## src/design/yda_pkg.sv

```systemverilog
// Shared constants and types for the yawn detector area/median block.
// Used by the front accumulator, the frame queue, the back end and the checker.
// No dependencies.
package yda_pkg;

  // Field widths of the ports.
  localparam int CoordW = 16;
  localparam int ScaleW = 16;
  localparam int AreaW  = 24;
  localparam int CountW = 16;

  // Shoelace sum width and the width of one cross product.
  localparam int SumW  = 40;
  localparam int ProdW = 2 * CoordW;

  // Median window.
  localparam int WindowSize = 5;
  localparam int WinIdxW    = $clog2(WindowSize);
  localparam int FramesW    = $clog2(WindowSize + 1);
  localparam int MedianIdx  = WindowSize / 2;

  // Queue between the front and the back.
  localparam int QueueDepth = 4;
  localparam int QPtrW      = $clog2(QueueDepth);
  localparam int QCntW      = $clog2(QueueDepth + 1);

  // Divider: one quotient bit per cycle.
  localparam int DivCntW = $clog2(AreaW);

  // Reset value of the threshold register (250.0 in Q20.4).
  localparam logic [AreaW-1:0] ThresholdReset = AreaW'(4000);

  // One finished frame polygon handed from the front to the back.
  typedef struct packed {
    logic [SumW-1:0]   sum;
    logic [ScaleW-1:0] scale;
  } frame_t;

  // Fill status of the frame queue.
  typedef struct packed {
    logic             empty;
    logic [QCntW-1:0] count;
  } qstat_t;

endpackage

```

## src/design/yda_front.sv

```systemverilog
// Front end: one vertex per cycle unless stalled; keeps the running shoelace sum.
// Pushes the closed sum and the frame scale into the frame queue on the last vertex.
// Depends on yda_pkg.
module yda_front
  import yda_pkg::*;
(
  input  logic              clk_i,
  input  logic              rst_ni,
  input  logic              in_valid_i,
  output logic              in_stall_o,
  input  logic [CoordW-1:0] vertex_x_i,
  input  logic [CoordW-1:0] vertex_y_i,
  input  logic [ScaleW-1:0] frame_scale_i,
  input  logic              last_vertex_i,
  input  qstat_t            qstat_i,
  output logic              push_o,
  output frame_t            push_word_o
);

  logic                accept;
  logic                mid_q, mid_d;
  logic [CoordW-1:0]   first_x_q, first_y_q, prev_x_q, prev_y_q;
  logic [CoordW-1:0]   first_x_eff, first_y_eff;
  logic [QCntW:0]      pending;

  // Product stage registers.
  logic                s1_valid_q, s1_start_q, s1_last_q;
  logic [ScaleW-1:0]   s1_scale_q;
  logic [ProdW-1:0]    p1_q, p2_q, c1_q, c2_q;

  // Accumulator stage.
  logic [SumW-1:0]     sum_q, sum_d, edge_term, close_term, base;

  // Hold off when the queue could not take the frame that is still in flight.
  assign pending    = {1'b0, qstat_i.count} + {{QCntW{1'b0}}, (s1_valid_q & s1_last_q)};
  assign in_stall_o = (pending >= (QCntW + 1)'(QueueDepth));
  assign accept     = in_valid_i & ~in_stall_o;

  // On the first vertex of a polygon the closing edge is against the vertex itself.
  assign first_x_eff = mid_q ? first_x_q : vertex_x_i;
  assign first_y_eff = mid_q ? first_y_q : vertex_y_i;
  assign mid_d       = ~last_vertex_i;

  // Vertex bookkeeping.
  always_ff @(posedge clk_i or negedge rst_ni) begin
    if (!rst_ni) begin
      mid_q <= 1'b0;
    end else if (accept) begin
      mid_q <= mid_d;
    end
  end

  always_ff @(posedge clk_i) begin
    if (accept) begin
      prev_x_q <= vertex_x_i;
      prev_y_q <= vertex_y_i;
      if (!mid_q) begin
        first_x_q <= vertex_x_i;
        first_y_q <= vertex_y_i;
      end
    end
  end

  // Cross-product terms, registered before they are summed.
  always_ff @(posedge clk_i or negedge rst_ni) begin
    if (!rst_ni) begin
      s1_valid_q <= 1'b0;
    end else begin
      s1_valid_q <= accept;
    end
  end

  always_ff @(posedge clk_i) begin
    if (accept) begin
      s1_start_q <= ~mid_q;
      s1_last_q  <= last_vertex_i;
      s1_scale_q <= frame_scale_i;
      p1_q       <= prev_x_q * vertex_y_i;
      p2_q       <= vertex_x_i * prev_y_q;
      c1_q       <= vertex_x_i * first_y_eff;
      c2_q       <= first_x_eff * vertex_y_i;
    end
  end

  // Running sum, modulo 2^40; the closing edge is added on the last vertex.
  always_comb begin
    base       = s1_start_q ? '0 : sum_q;
    edge_term  = s1_start_q ? '0 : ({{(SumW-ProdW){1'b0}}, p1_q} - {{(SumW-ProdW){1'b0}}, p2_q});
    close_term = s1_last_q ? ({{(SumW-ProdW){1'b0}}, c1_q} - {{(SumW-ProdW){1'b0}}, c2_q}) : '0;
    sum_d      = base + edge_term + close_term;
  end

  always_ff @(posedge clk_i) begin
    if (s1_valid_q) begin
      sum_q <= sum_d;
    end
  end

  assign push_o            = s1_valid_q & s1_last_q;
  assign push_word_o.sum   = sum_d;
  assign push_word_o.scale = s1_scale_q;

endmodule

```

## src/design/yda_queue.sv

```systemverilog
// Short queue of finished frames between the front and the back end.
// Registered entries, one push and one pop per cycle.
// Depends on yda_pkg.
module yda_queue
  import yda_pkg::*;
(
  input  logic   clk_i,
  input  logic   rst_ni,
  input  logic   push_i,
  input  frame_t push_word_i,
  input  logic   pop_i,
  output frame_t head_o,
  output qstat_t qstat_o
);

  frame_t           entry_q [QueueDepth];
  logic [QPtrW-1:0] wr_ptr_q, rd_ptr_q;
  logic [QCntW-1:0] count_q, count_d;

  // Pointer and fill count update.
  always_comb begin
    count_d = count_q;
    if (push_i && !pop_i) begin
      count_d = count_q + QCntW'(1);
    end else if (pop_i && !push_i) begin
      count_d = count_q - QCntW'(1);
    end
  end

  always_ff @(posedge clk_i or negedge rst_ni) begin
    if (!rst_ni) begin
      wr_ptr_q <= '0;
      rd_ptr_q <= '0;
      count_q  <= '0;
    end else begin
      count_q <= count_d;
      if (push_i) begin
        wr_ptr_q <= (wr_ptr_q == QPtrW'(QueueDepth - 1)) ? '0 : wr_ptr_q + QPtrW'(1);
      end
      if (pop_i) begin
        rd_ptr_q <= (rd_ptr_q == QPtrW'(QueueDepth - 1)) ? '0 : rd_ptr_q + QPtrW'(1);
      end
    end
  end

  // Entry storage.
  always_ff @(posedge clk_i) begin
    if (push_i) begin
      entry_q[wr_ptr_q] <= push_word_i;
    end
  end

  assign head_o        = entry_q[rd_ptr_q];
  assign qstat_o.empty = (count_q == '0);
  assign qstat_o.count = count_q;

endmodule

```

## src/design/yda_back.sv

```systemverilog
// Back end: normalises each frame's area, keeps the median window and the yawn count.
// Holds the threshold register and the output word register.
// Depends on yda_pkg.
module yda_back
  import yda_pkg::*;
(
  input  logic              clk_i,
  input  logic              rst_ni,
  input  qstat_t            qstat_i,
  input  frame_t            head_i,
  output logic              pop_o,
  input  logic              cfg_valid_i,
  output logic              cfg_ready_o,
  input  logic [AreaW-1:0]  cfg_data_i,
  output logic              out_valid_o,
  input  logic              out_stall_i,
  output logic [AreaW-1:0]  normalized_area_o,
  output logic [AreaW-1:0]  median_area_o,
  output logic              window_ready_o,
  output logic              yawning_o,
  output logic [CountW-1:0] yawn_total_o
);

  localparam logic [2:0] StIdle = 3'd0;
  localparam logic [2:0] StMag  = 3'd1;
  localparam logic [2:0] StDiv  = 3'd2;
  localparam logic [2:0] StWin  = 3'd3;
  localparam logic [2:0] StMed  = 3'd4;
  localparam logic [2:0] StFin  = 3'd5;

  localparam int DvdW = SumW + 3;
  localparam int HiW  = DvdW - AreaW;
  localparam int RankW = (WinIdxW > 0) ? WinIdxW : 1;

  logic [2:0]          state_q, state_d;
  logic [AreaW-1:0]    threshold_q;

  logic [SumW-1:0]     sum_q;
  logic [ScaleW-1:0]   scale_q;
  logic [SumW-1:0]     mag;
  logic [DvdW-1:0]     dividend;
  logic [HiW-1:0]      dvd_hi;
  logic                sat;

  logic [ScaleW-1:0]   rem_q;
  logic [AreaW-1:0]    quot_q;
  logic [DivCntW-1:0]  div_cnt_q;
  logic [ScaleW:0]     trial, trial_diff;
  logic                trial_ge;

  logic [AreaW-1:0]    win_q [WindowSize];
  logic [FramesW-1:0]  frames_q;
  logic                ready_q;
  logic [WinIdxW-1:0]  med_k_q;
  logic [AreaW-1:0]    cand;
  logic [RankW-1:0]    rank;
  logic [AreaW-1:0]    median_q;

  logic                trigger_q, trigger_d;
  logic [CountW-1:0]   yawns_q, yawns_d;
  logic                slot_free;

  logic                out_valid_q;
  logic [AreaW-1:0]    out_norm_q, out_median_q;
  logic                out_ready_q, out_yawning_q;
  logic [CountW-1:0]   out_total_q;

  // Threshold register, writable at any time the port is used.
  assign cfg_ready_o = 1'b1;

  always_ff @(posedge clk_i or negedge rst_ni) begin
    if (!rst_ni) begin
      threshold_q <= ThresholdReset;
    end else if (cfg_valid_i) begin
      threshold_q <= cfg_data_i;
    end
  end

  // Absolute doubled area, times eight, and the saturation test.
  always_comb begin
    mag      = sum_q[SumW-1] ? (~sum_q + SumW'(1)) : sum_q;
    dividend = {mag, 3'b000};
    dvd_hi   = dividend[DvdW-1:AreaW];
    sat      = (dvd_hi >= {{(HiW-ScaleW){1'b0}}, scale_q});
  end

  // One restoring division step.
  always_comb begin
    trial      = {rem_q, quot_q[AreaW-1]};
    trial_diff = trial - {1'b0, scale_q};
    trial_ge   = (trial >= {1'b0, scale_q});
  end

  // Rank of the candidate entry; ties are broken by position.
  always_comb begin
    cand = win_q[med_k_q];
    rank = '0;
    for (int j = 0; j < WindowSize; j++) begin
      if ((win_q[j] < cand) ||
          ((WinIdxW'(j) < med_k_q) && (win_q[j] == cand))) begin
        rank = rank + RankW'(1);
      end
    end
  end

  // Trigger and yawn count after this frame.
  always_comb begin
    trigger_d = trigger_q;
    yawns_d   = yawns_q;
    if (ready_q) begin
      if (median_q > threshold_q) begin
        trigger_d = 1'b1;
      end else if (trigger_q) begin
        trigger_d = 1'b0;
        yawns_d   = yawns_q + CountW'(1);
      end
    end
  end

  assign slot_free = ~out_valid_q | ~out_stall_i;
  assign pop_o     = (state_q == StIdle) & ~qstat_i.empty;

  // Sequencer over the per-frame steps.
  always_comb begin
    state_d = state_q;
    unique case (state_q)
      StIdle:  if (!qstat_i.empty) state_d = StMag;
      StMag:   state_d = sat ? StWin : StDiv;
      StDiv:   if (div_cnt_q == '0) state_d = StWin;
      StWin:   state_d = (frames_q >= FramesW'(WindowSize)) ? StMed : StFin;
      StMed:   if (med_k_q == WinIdxW'(WindowSize - 1)) state_d = StFin;
      StFin:   if (slot_free) state_d = StIdle;
      default: state_d = StIdle;
    endcase
  end

  always_ff @(posedge clk_i or negedge rst_ni) begin
    if (!rst_ni) begin
      state_q   <= StIdle;
      frames_q  <= '0;
      ready_q   <= 1'b0;
      trigger_q <= 1'b0;
      yawns_q   <= '0;
    end else begin
      state_q <= state_d;
      if (state_q == StWin) begin
        ready_q <= (frames_q >= FramesW'(WindowSize));
        if (frames_q < FramesW'(WindowSize)) begin
          frames_q <= frames_q + FramesW'(1);
        end
      end
      if (state_q == StFin && slot_free) begin
        trigger_q <= trigger_d;
        yawns_q   <= yawns_d;
      end
    end
  end

  // Datapath registers of the sequencer.
  always_ff @(posedge clk_i) begin
    unique case (state_q)
      StIdle: begin
        sum_q   <= head_i.sum;
        scale_q <= (head_i.scale == '0) ? ScaleW'(1) : head_i.scale;
      end
      StMag: begin
        if (sat) begin
          quot_q <= '1;
        end else begin
          rem_q     <= dvd_hi[ScaleW-1:0];
          quot_q    <= dividend[AreaW-1:0];
          div_cnt_q <= DivCntW'(AreaW - 1);
        end
      end
      StDiv: begin
        rem_q     <= trial_ge ? trial_diff[ScaleW-1:0] : trial[ScaleW-1:0];
        quot_q    <= {quot_q[AreaW-2:0], trial_ge};
        div_cnt_q <= div_cnt_q - DivCntW'(1);
      end
      StWin: begin
        for (int i = 0; i < WindowSize - 1; i++) begin
          win_q[i] <= win_q[i+1];
        end
        win_q[WindowSize-1] <= quot_q;
        med_k_q  <= '0;
        median_q <= '0;
      end
      StMed: begin
        if (rank == RankW'(MedianIdx)) begin
          median_q <= cand;
        end
        med_k_q <= med_k_q + WinIdxW'(1);
      end
      StFin: begin
        if (slot_free) begin
          out_norm_q    <= quot_q;
          out_median_q  <= median_q;
          out_ready_q   <= ready_q;
          out_yawning_q <= trigger_d;
          out_total_q   <= yawns_d;
        end
      end
      default: begin
        sum_q <= sum_q;
      end
    endcase
  end

  // Output word register.
  always_ff @(posedge clk_i or negedge rst_ni) begin
    if (!rst_ni) begin
      out_valid_q <= 1'b0;
    end else if (state_q == StFin && slot_free) begin
      out_valid_q <= 1'b1;
    end else if (!out_stall_i) begin
      out_valid_q <= 1'b0;
    end
  end

  assign out_valid_o       = out_valid_q;
  assign normalized_area_o = out_norm_q;
  assign median_area_o     = out_median_q;
  assign window_ready_o    = out_ready_q;
  assign yawning_o         = out_yawning_q;
  assign yawn_total_o      = out_total_q;

endmodule

```

## src/design/yawn_detector_area_median.sv

```systemverilog
// Yawn detector: one mouth-outline vertex per cycle in, one result word per frame out.
// A frame's word passes the product stage, the queue, the load, 24 divider steps and, with a
// full window, five median steps; a saturated frame skips the divider steps.
// Throughput: one vertex per cycle while the four-frame queue has room; the back end takes a
// new frame from the queue only once it has finished the last one.
// Reset: async, active low; queue emptied, counters and trigger cleared, threshold set to 250.0.
module yawn_detector_area_median
  import yda_pkg::*;
(
  input  logic              clk_i,
  input  logic              rst_ni,
  input  logic              in_valid_i,
  output logic              in_stall_o,
  input  logic [CoordW-1:0] vertex_x_i,
  input  logic [CoordW-1:0] vertex_y_i,
  input  logic [ScaleW-1:0] frame_scale_i,
  input  logic              last_vertex_i,
  input  logic              cfg_valid_i,
  output logic              cfg_ready_o,
  input  logic [AreaW-1:0]  cfg_data_i,
  output logic              out_valid_o,
  input  logic              out_stall_i,
  output logic [AreaW-1:0]  normalized_area_o,
  output logic [AreaW-1:0]  median_area_o,
  output logic              window_ready_o,
  output logic              yawning_o,
  output logic [CountW-1:0] yawn_total_o
);

  logic   push, pop;
  frame_t push_word, head;
  qstat_t qstat;

  // Vertex intake and shoelace accumulation.
  yda_front u_front (
    .clk_i         (clk_i),
    .rst_ni        (rst_ni),
    .in_valid_i    (in_valid_i),
    .in_stall_o    (in_stall_o),
    .vertex_x_i    (vertex_x_i),
    .vertex_y_i    (vertex_y_i),
    .frame_scale_i (frame_scale_i),
    .last_vertex_i (last_vertex_i),
    .qstat_i       (qstat),
    .push_o        (push),
    .push_word_o   (push_word)
  );

  // Finished frames wait here for the back end.
  yda_queue u_queue (
    .clk_i       (clk_i),
    .rst_ni      (rst_ni),
    .push_i      (push),
    .push_word_i (push_word),
    .pop_i       (pop),
    .head_o      (head),
    .qstat_o     (qstat)
  );

  // Division, median window and yawn counting.
  yda_back u_back (
    .clk_i             (clk_i),
    .rst_ni            (rst_ni),
    .qstat_i           (qstat),
    .head_i            (head),
    .pop_o             (pop),
    .cfg_valid_i       (cfg_valid_i),
    .cfg_ready_o       (cfg_ready_o),
    .cfg_data_i        (cfg_data_i),
    .out_valid_o       (out_valid_o),
    .out_stall_i       (out_stall_i),
    .normalized_area_o (normalized_area_o),
    .median_area_o     (median_area_o),
    .window_ready_o    (window_ready_o),
    .yawning_o         (yawning_o),
    .yawn_total_o      (yawn_total_o)
  );

endmodule

```

## config.mk

```make
export PLATFORM = sky130hd
export DESIGN_NAME = yawn_detector_area_median
export DESIGN_NICKNAME = d
export VERILOG_FILES = /design/src/design/yda_pkg.sv /design/src/design/yda_front.sv /design/src/design/yda_queue.sv /design/src/design/yda_back.sv /design/src/design/yawn_detector_area_median.sv
export SDC_FILE = /design/constraint.sdc
export NUM_CORES = 2
export LEC_CHECK = 0
export BUFFER_PORTS_ARGS = -buffer_cell sky130_fd_sc_hd__buf_2
export CAP_MARGIN = 20
export CORE_MARGIN = 8
export CORE_UTILIZATION = 25
export DETAILED_ROUTE_END_ITERATION = 8
export HOLD_SLACK_MARGIN = 0.15
export SYNTH_ARGS = -nofsm -noshare
export SYNTH_HDL_FRONTEND = slang
export SYNTH_SLANG_ARGS = --single-unit
```

## constraint.sdc

```tcl
create_clock -name clk_i -period 13.7 [get_ports clk_i]
set_clock_uncertainty 0.15 [all_clocks]
set_input_delay 4.11 -clock clk_i [delete_from_list [all_inputs] [get_ports clk_i]]
set_output_delay 4.11 -clock clk_i [all_outputs]
set_load 0.02 [all_outputs]
```

---- After elaboration in Yosys (flattened, before gate mapping) ----
Memory sizes are Yosys's and may differ from the RTL's. A register that Yosys moved wholly into a read port is not among the register bits.
Index checks and enable logic that the tools add are counted.
W data, S select, Z words.
word-level totals
  bits in registers ....................... 502
  memory bits (writable) .................. 344
  bits of input ports ..................... 78
  output and inout bits ................... 69
  logic and storage cells ................. 180
  memories ................................ 2
cells by class
  add/sub/neg operators ................... 19
  multiply operators ...................... 4
  order comparisons ....................... 16
  equality and inequality tests ........... 21
  mux-type cells .......................... 44
  bitwise logic cells ..................... 11
  reductions and logical operators ........ 27
memory list
  name             words  width  rd ports  clocked after memory_dff  write ports  RTL line         RTL
  u_queue.entry_q  4      56     1         0                         1            yda_queue.sv:16  frame_t entry_q [QueueDepth];
  u_back.win_q     5      24     6         1                         5            yda_back.sv:51   logic [AreaW-1:0] win_q [WindowSize];
operators with widths
  kind                     number
  $mux W40                 4
  $mul A16 B16 Y32         4
  $eq A24 B24 Y1           5
  $lt A24 B24 Y1           5
  $mux W16                 7
  $pmux W24 S2             2
  $add A40 B40 Y40         2
  $sub A32 B32 Y33         2
  $mux W24                 2
  $add A40 B1 Y40 const B  1
  $not A40 Y40             1
  $mux W3                  11
  $pmux W16 S2             1
  $gt A24 B24 Y1           1
  $ge A19 B16 Y1           1
  $add A3 B1 Y3 const B    6
  $pmux W3 S6              1
  $ge A17 B16 Y1           1
  $add A16 B1 Y16 const B  1
  $logic_not A16 Y1        1
  $sub A16 B16 Y16         1
  $mux W1                  11
  $ne A2 B1 Y1 const B     5
  $pmux W5 S2              1
  30 further kinds         65

---- Logic depth before layout (Yosys ltp) ----
An unclocked memory read counts as a cell.
  depth in word-level cells ............... 16
  mapped depth ............................ 28
  gate-level depth less buffers ........... 27

---- Cells and area by module ----
A second synthesis with hierarchy kept.
second synthesis, totals
  cells, all modules ...................... 7008
  area total of the unflattened synthesis .. 76185.6 um^2
by module, submodules not included
  module     times used  cells each  area each (um^2)
  yda_front  1           5175        48699.2
  yda_back   1           1504        18973.2
  yda_queue  1           329         8513.2

---- Least setup slack after synthesis ----
No wires, ideal clock.
  path type ............................... input to register
  start ................................... input port vertex_y_i[4]
  end ..................................... register u_front.c1_q[30] (data pin)
  library setup time ...................... 135 ps
  arrival time ............................ 10022 ps
  path slack .............................. 3393 ps
  stages on the path ...................... 24
  path buffers ............................ 1
  cells stage by stage .................... mux2_2 clkbuf_1 and2_1 fa_1 inv_1 fa_1 fa_1 fa_1 inv_1 fa_1 inv_1 fa_1 inv_1 ha_1 a211oi_1 nor2_1 o21ai_0 a21oi_1 o2111ai_1 a21oi_1 o221ai_1 a21oi_1 or4b_2 nand3_1
on the way
  word-level cells in the longest chain between the ends .. 2
ends and longest elaborated chain
  what                              RTL line                         RTL
  from (decl)                       yawn_detector_area_median.sv:15  input logic [CoordW-1:0] vertex_y_i,
  $mux W16                          yda_front.sv:41                  assign first_y_eff = mid_q ? first_y_q : vertex_y_i;
  named net u_front.first_y_eff[4]  yda_front.sv:23                  logic [CoordW-1:0] first_x_eff, first_y_eff;
  $mul A16 B16 Y32                  yda_front.sv:80                  c1_q <= vertex_x_i * first_y_eff;
  to (signal assigned)              yda_front.sv:80
  to (decl)                         yda_front.sv:29                  logic [ProdW-1:0] p1_q, p2_q, c1_q, c2_q;
The timed path passes the listed nets, and every way through them passes these cells.
A chain may end at the register's enable or synchronous reset.

---- Worst setup path after layout ----
  start ................................... input port vertex_y_i[2]
  end ..................................... register u_front.c1_q[30] (data pin)
on the way
  word-level cells in the longest chain between the ends .. 2
ends and longest elaborated chain
  what              RTL line
  $mux W16          yda_front.sv:41
  $mul A16 B16 Y32  yda_front.sv:80
Every way passes these cells.

==> reports/qor.csv <==
stage;metric;value;unit
status;run_status;complete, no violations;
worst_setup_path;critPathArrivalTime;11200;ps
worst_setup_path;r2r_end;u_front.c1_q[30]$_DFFE_PP_;
detailed_routing;drc;0;
synth;async_reset_ff_frac;0.0683;
detailed_routing;routed-via-count;49545;
place;placement.io_buffers;145;
worst_setup_path;critical-path-max-stage-delay;620;ps
worst_setup_path;startpoint;vertex_y_i[2];
timing;rsz0062_at_grt;false;
synth;ys_seq_area_frac;0.335;
global_route;antenna_found_initial;21;
finish;fillCellCount;30914;
global_route;grt_util_met1;0.158;
global_route;grt_util_met2;0.195;
detailed_routing;ant_nets;0;
synth;ys_types;83;
cts;cts_tree;done;
finish;multiInputGateArea;44900;um2
global_route;grt_pass1_wl;300000;um
min_path;min_path_type;flop to flop;
finish;num-nets-final;8535;
timing;setup_slack;2890;ps
finish;regArea;25200;um2
synth;syn_inst;6889;
cts;insertion_delay;730;ps
cts;clockBufferDepth;3;
detailed_routing;drt-initial-drc-count;3509;
detailed_routing;vias_per_cell;4.52;
floorplanning;die-area;319000;um2
global_route;grt_max_degree;157;
worst_setup_path;critPathBufInv;4;
global_route;grt_overflow_total;0;
place;dp_hpwl;146000;um
synth;ys_warn_count;0;
timing;hold_viol_final;0;
finish;area_growth;10.9;%
worst_setup_path;path_class;input pin to flop;
worst_setup_path;crit_family;adder cells;
worst_setup_path;slowest_stage;or4b_2;
worst_setup_path;rrSetupSlack;5940;ps
synth;synth-main-ff-cell;edfxtp_1;
global_route;grt_pass1_vias;52467;
cts;cts.clk_slew.worst_paths;60;ps
place;routabilityCongestion;0.882;
timing;worst_pin_slew;1060;ps
timing;final.setup.tns;0;ps
worst_setup_path;reg2regPathDepth;23;
cts;clock-sinks;849;
finish;postLayoutCoreUtil;0.278;
floorplanning;start_util;0.251;
floorplanning;core;300000;um2
synth;synth-edff-count;788;
finish;drive_above_1_share;0.0730;
place;pre_cts_ws;2220;ps
worst_setup_path;cp-start-kind;input pin;
timing;finalSetupViolCount;0;
timing;finalCritPeriodShare;0.789;
global_route;top_usage_layer;met2;
timing;slew_headroom;0.291;
synth;synth.avg_cell_area;10.9;um2
timing;holdWs;320;ps
worst_setup_path;endpoint_kind;flop;
floorplanning;num_io_pins;147;
detailed_routing;wl_per_cell;17.5;um
floorplanning;rows;201;
detailed_routing;drt_wl_total;191000;um
floorplanning;die_w;564;um
cts;htree_levels;3;
worst_setup_path;cp_num_cells;23;
cts;post-cts-setup-buffers;0;
timing;timing.fmax;0.0925;GHz
synth;synth_area;75200;um2
floorplanning;die_h;564;um
cts;numCtsBuffers;94;
cts;hold_buffers;0;
timing;fin_crit;10810;ps
cts;cts_resized;0;
synth;synth_seq_cells;849;
timing;slew_viol_final;0;
worst_setup_path;endpoint;u_front.c1_q[30]$_DFFE_PP_;
worst_setup_path;path_cells;buf_2, mux2_2, nand2_1, fa_1, fa_1, fa_1, fa_1, inv_1, fa_1, inv_1, fa_1, inv_1, ha_1, a211oi_1, nor2_1, o21ai_0, a21oi_1, o2111ai_1, a21oi_1, o221ai_1, a21oi_1, or4b_2, nand3_1;
flow_run;max_cap_violations;0;
worst_setup_path;crit_required;14090;ps
global_route;gr-usage-all-layers;0.118;
worst_setup_path;reg2reg_from;u_front.mid_q$_DFFE_PN0P_;
worst_setup_path;cp_max_fo;34;
global_route;met3_usage;0.0180;
detailed_routing;dr.pass1.iters;8;
synth;syn-num-nets;8498;
worst_setup_path;cp_common_cell;fa_1;
cts;cts-root-buf;clkbuf_16;
cells by family after synthesis:
| group | Yosys count | share of synthesized area |
|---|---|---|
| xor gates and xnor gates | 271 | 0.0316 |
| DFF | 849 | 0.335 |
| muxes | 152 | 0.0342 |
| other | 1 | 0.0000499 |
| AOI/OAI and AO/OA | 827 | 0.0705 |
| buffers and inverters | 1355 | 0.0681 |
| and+or+nand+nor | 1903 | 0.124 |
| adders and majority gates | 1531 | 0.337 |
Yosys cell counts, drive strengths merged (42+ instances only):
cell | instances | share of area
nand2b | 88 | 0.0073
xor2 | 112 | 0.013
nand2 | 749 | 0.037
clkbuf | 226 | 0.011
mux4 | 80 | 0.024
o21ai | 164 | 0.011
dfrtp | 52 | 0.017
nor2 | 268 | 0.013
nand4 | 46 | 0.0038
inv | 1106 | 0.055
and2 | 478 | 0.040
a21o | 125 | 0.012
nand3 | 60 | 0.0040
o21a | 63 | 0.0063
edfxtp | 788 | 0.31
fa | 820 | 0.22
nor2b | 47 | 0.0039
xnor2 | 159 | 0.019
nor3 | 67 | 0.0045
a31oi | 47 | 0.0039
a21oi | 227 | 0.015
ha | 711 | 0.12
mux2 | 42 | 0.0063
per-layer routing:
layer / wire length [um] / share of wire / up-vias
met4: 6780 / 0.035 / 0
li1: - / - / 22873
met3: 10600 / 0.055 / 292
met2: 87600 / 0.46 / 1307
met5: 0 / 0 / -
met1: 86400 / 0.45 / 25073
worst reg2reg max path: stages, from the launching register on:
cell and delay, ps:
dfrtp_2 330, buf_4 450, mux2_2 750, nand2_1 170, fa_1 540, fa_1 590
fa_1 460, fa_1 550, inv_1 60, fa_1 480, inv_1 50, fa_1 480
inv_1 40, ha_1 340, a211oi_1 300, nor2_1 100, o21ai_0 160, a21oi_1 110
o2111ai_1 260, a21oi_1 130, o221ai_1 250, a21oi_1 150, or4b_2 620, nand3_1 100
flip-flops by register name (all words and copies together) (netlist names), 32 cells and up, named ones only:
signal / count
u_back.sum_q: 40
u_back.win_q: 120
u_front.c1_q: 32
u_front.c2_q: 32
u_front.p1_q: 32
u_front.p2_q: 32
u_front.sum_q: 40
u_queue.entry_q: 224
area by class of cell:
cell class | instances | area share
Clock inverter | 57 | 0.00698
Tap cell | 3958 | 0.0594
Antenna cell | 1 | 0.0000300
Clock buffer | 116 | 0.0296
Sequential cell | 849 | 0.302
Timing Repair Buffer | 189 | 0.0129
Inverter | 1107 | 0.0500
Multi-Input combinational cell | 4685 | 0.539
cell usage in the layout (no fill, tap or decap), types with 30 or more instances in the layout:
cell       instances
ha_1             711
nor3_1            66
o21ai_0          164
clkbuf_16         94
a21oi_1          222
a21o_1           125
nor2b_1           47
mux2_2            42
o21a_1            63
mux4_2            80
a211oi_1          39
nor2_1           267
a31oi_1           47
nand2_1          748
nand4_1           46
buf_2            145
mux2i_1           30
nand3_1           60
and2_1           477
nand2b_1          88
edfxtp_1         788
inv_1           1104
dfrtp_1           48
xnor2_1          159
xor2_1           112
buf_4             42
fa_1             820
how the worst min path moves through the flow:
stage                                     startpoint  cells after the start                           endpoint
floorplan           u_back.median_q[0]$_SDFFCE_PN0P_                      0  u_back.median_area_o[0]$_DFFE_PP_
global placement        u_back.win_q[3][0]$_DFFE_PP_                      0       u_back.win_q[2][0]$_DFFE_PP_
detailed placement      u_back.win_q[1][0]$_DFFE_PP_                      0       u_back.win_q[0][0]$_DFFE_PP_
CTS                     u_back.win_q[1][0]$_DFFE_PP_                      0       u_back.win_q[0][0]$_DFFE_PP_
global route            u_back.win_q[3][0]$_DFFE_PP_                      0       u_back.win_q[2][0]$_DFFE_PP_
finish                  u_back.win_q[1][0]$_DFFE_PP_                      0       u_back.win_q[0][0]$_DFFE_PP_
metrics by stage:
| stage | cell area (um2) | instances |
|---|---|---|
| 6_report | 83400 | 10962 |
| 5_1_grt | 83400 | 10961 |
| 4_1_cts | 83400 | 10960 |
| 3_5_place_dp | 80300 | 10787 |
| 3_3_place_gp | 80300 | 10787 |
| 2_1_floorplan | 75200 | 6889 |
Power is not shown: default switching activity piles up to over one toggle a cycle in this logic, so the estimate is an artifact.
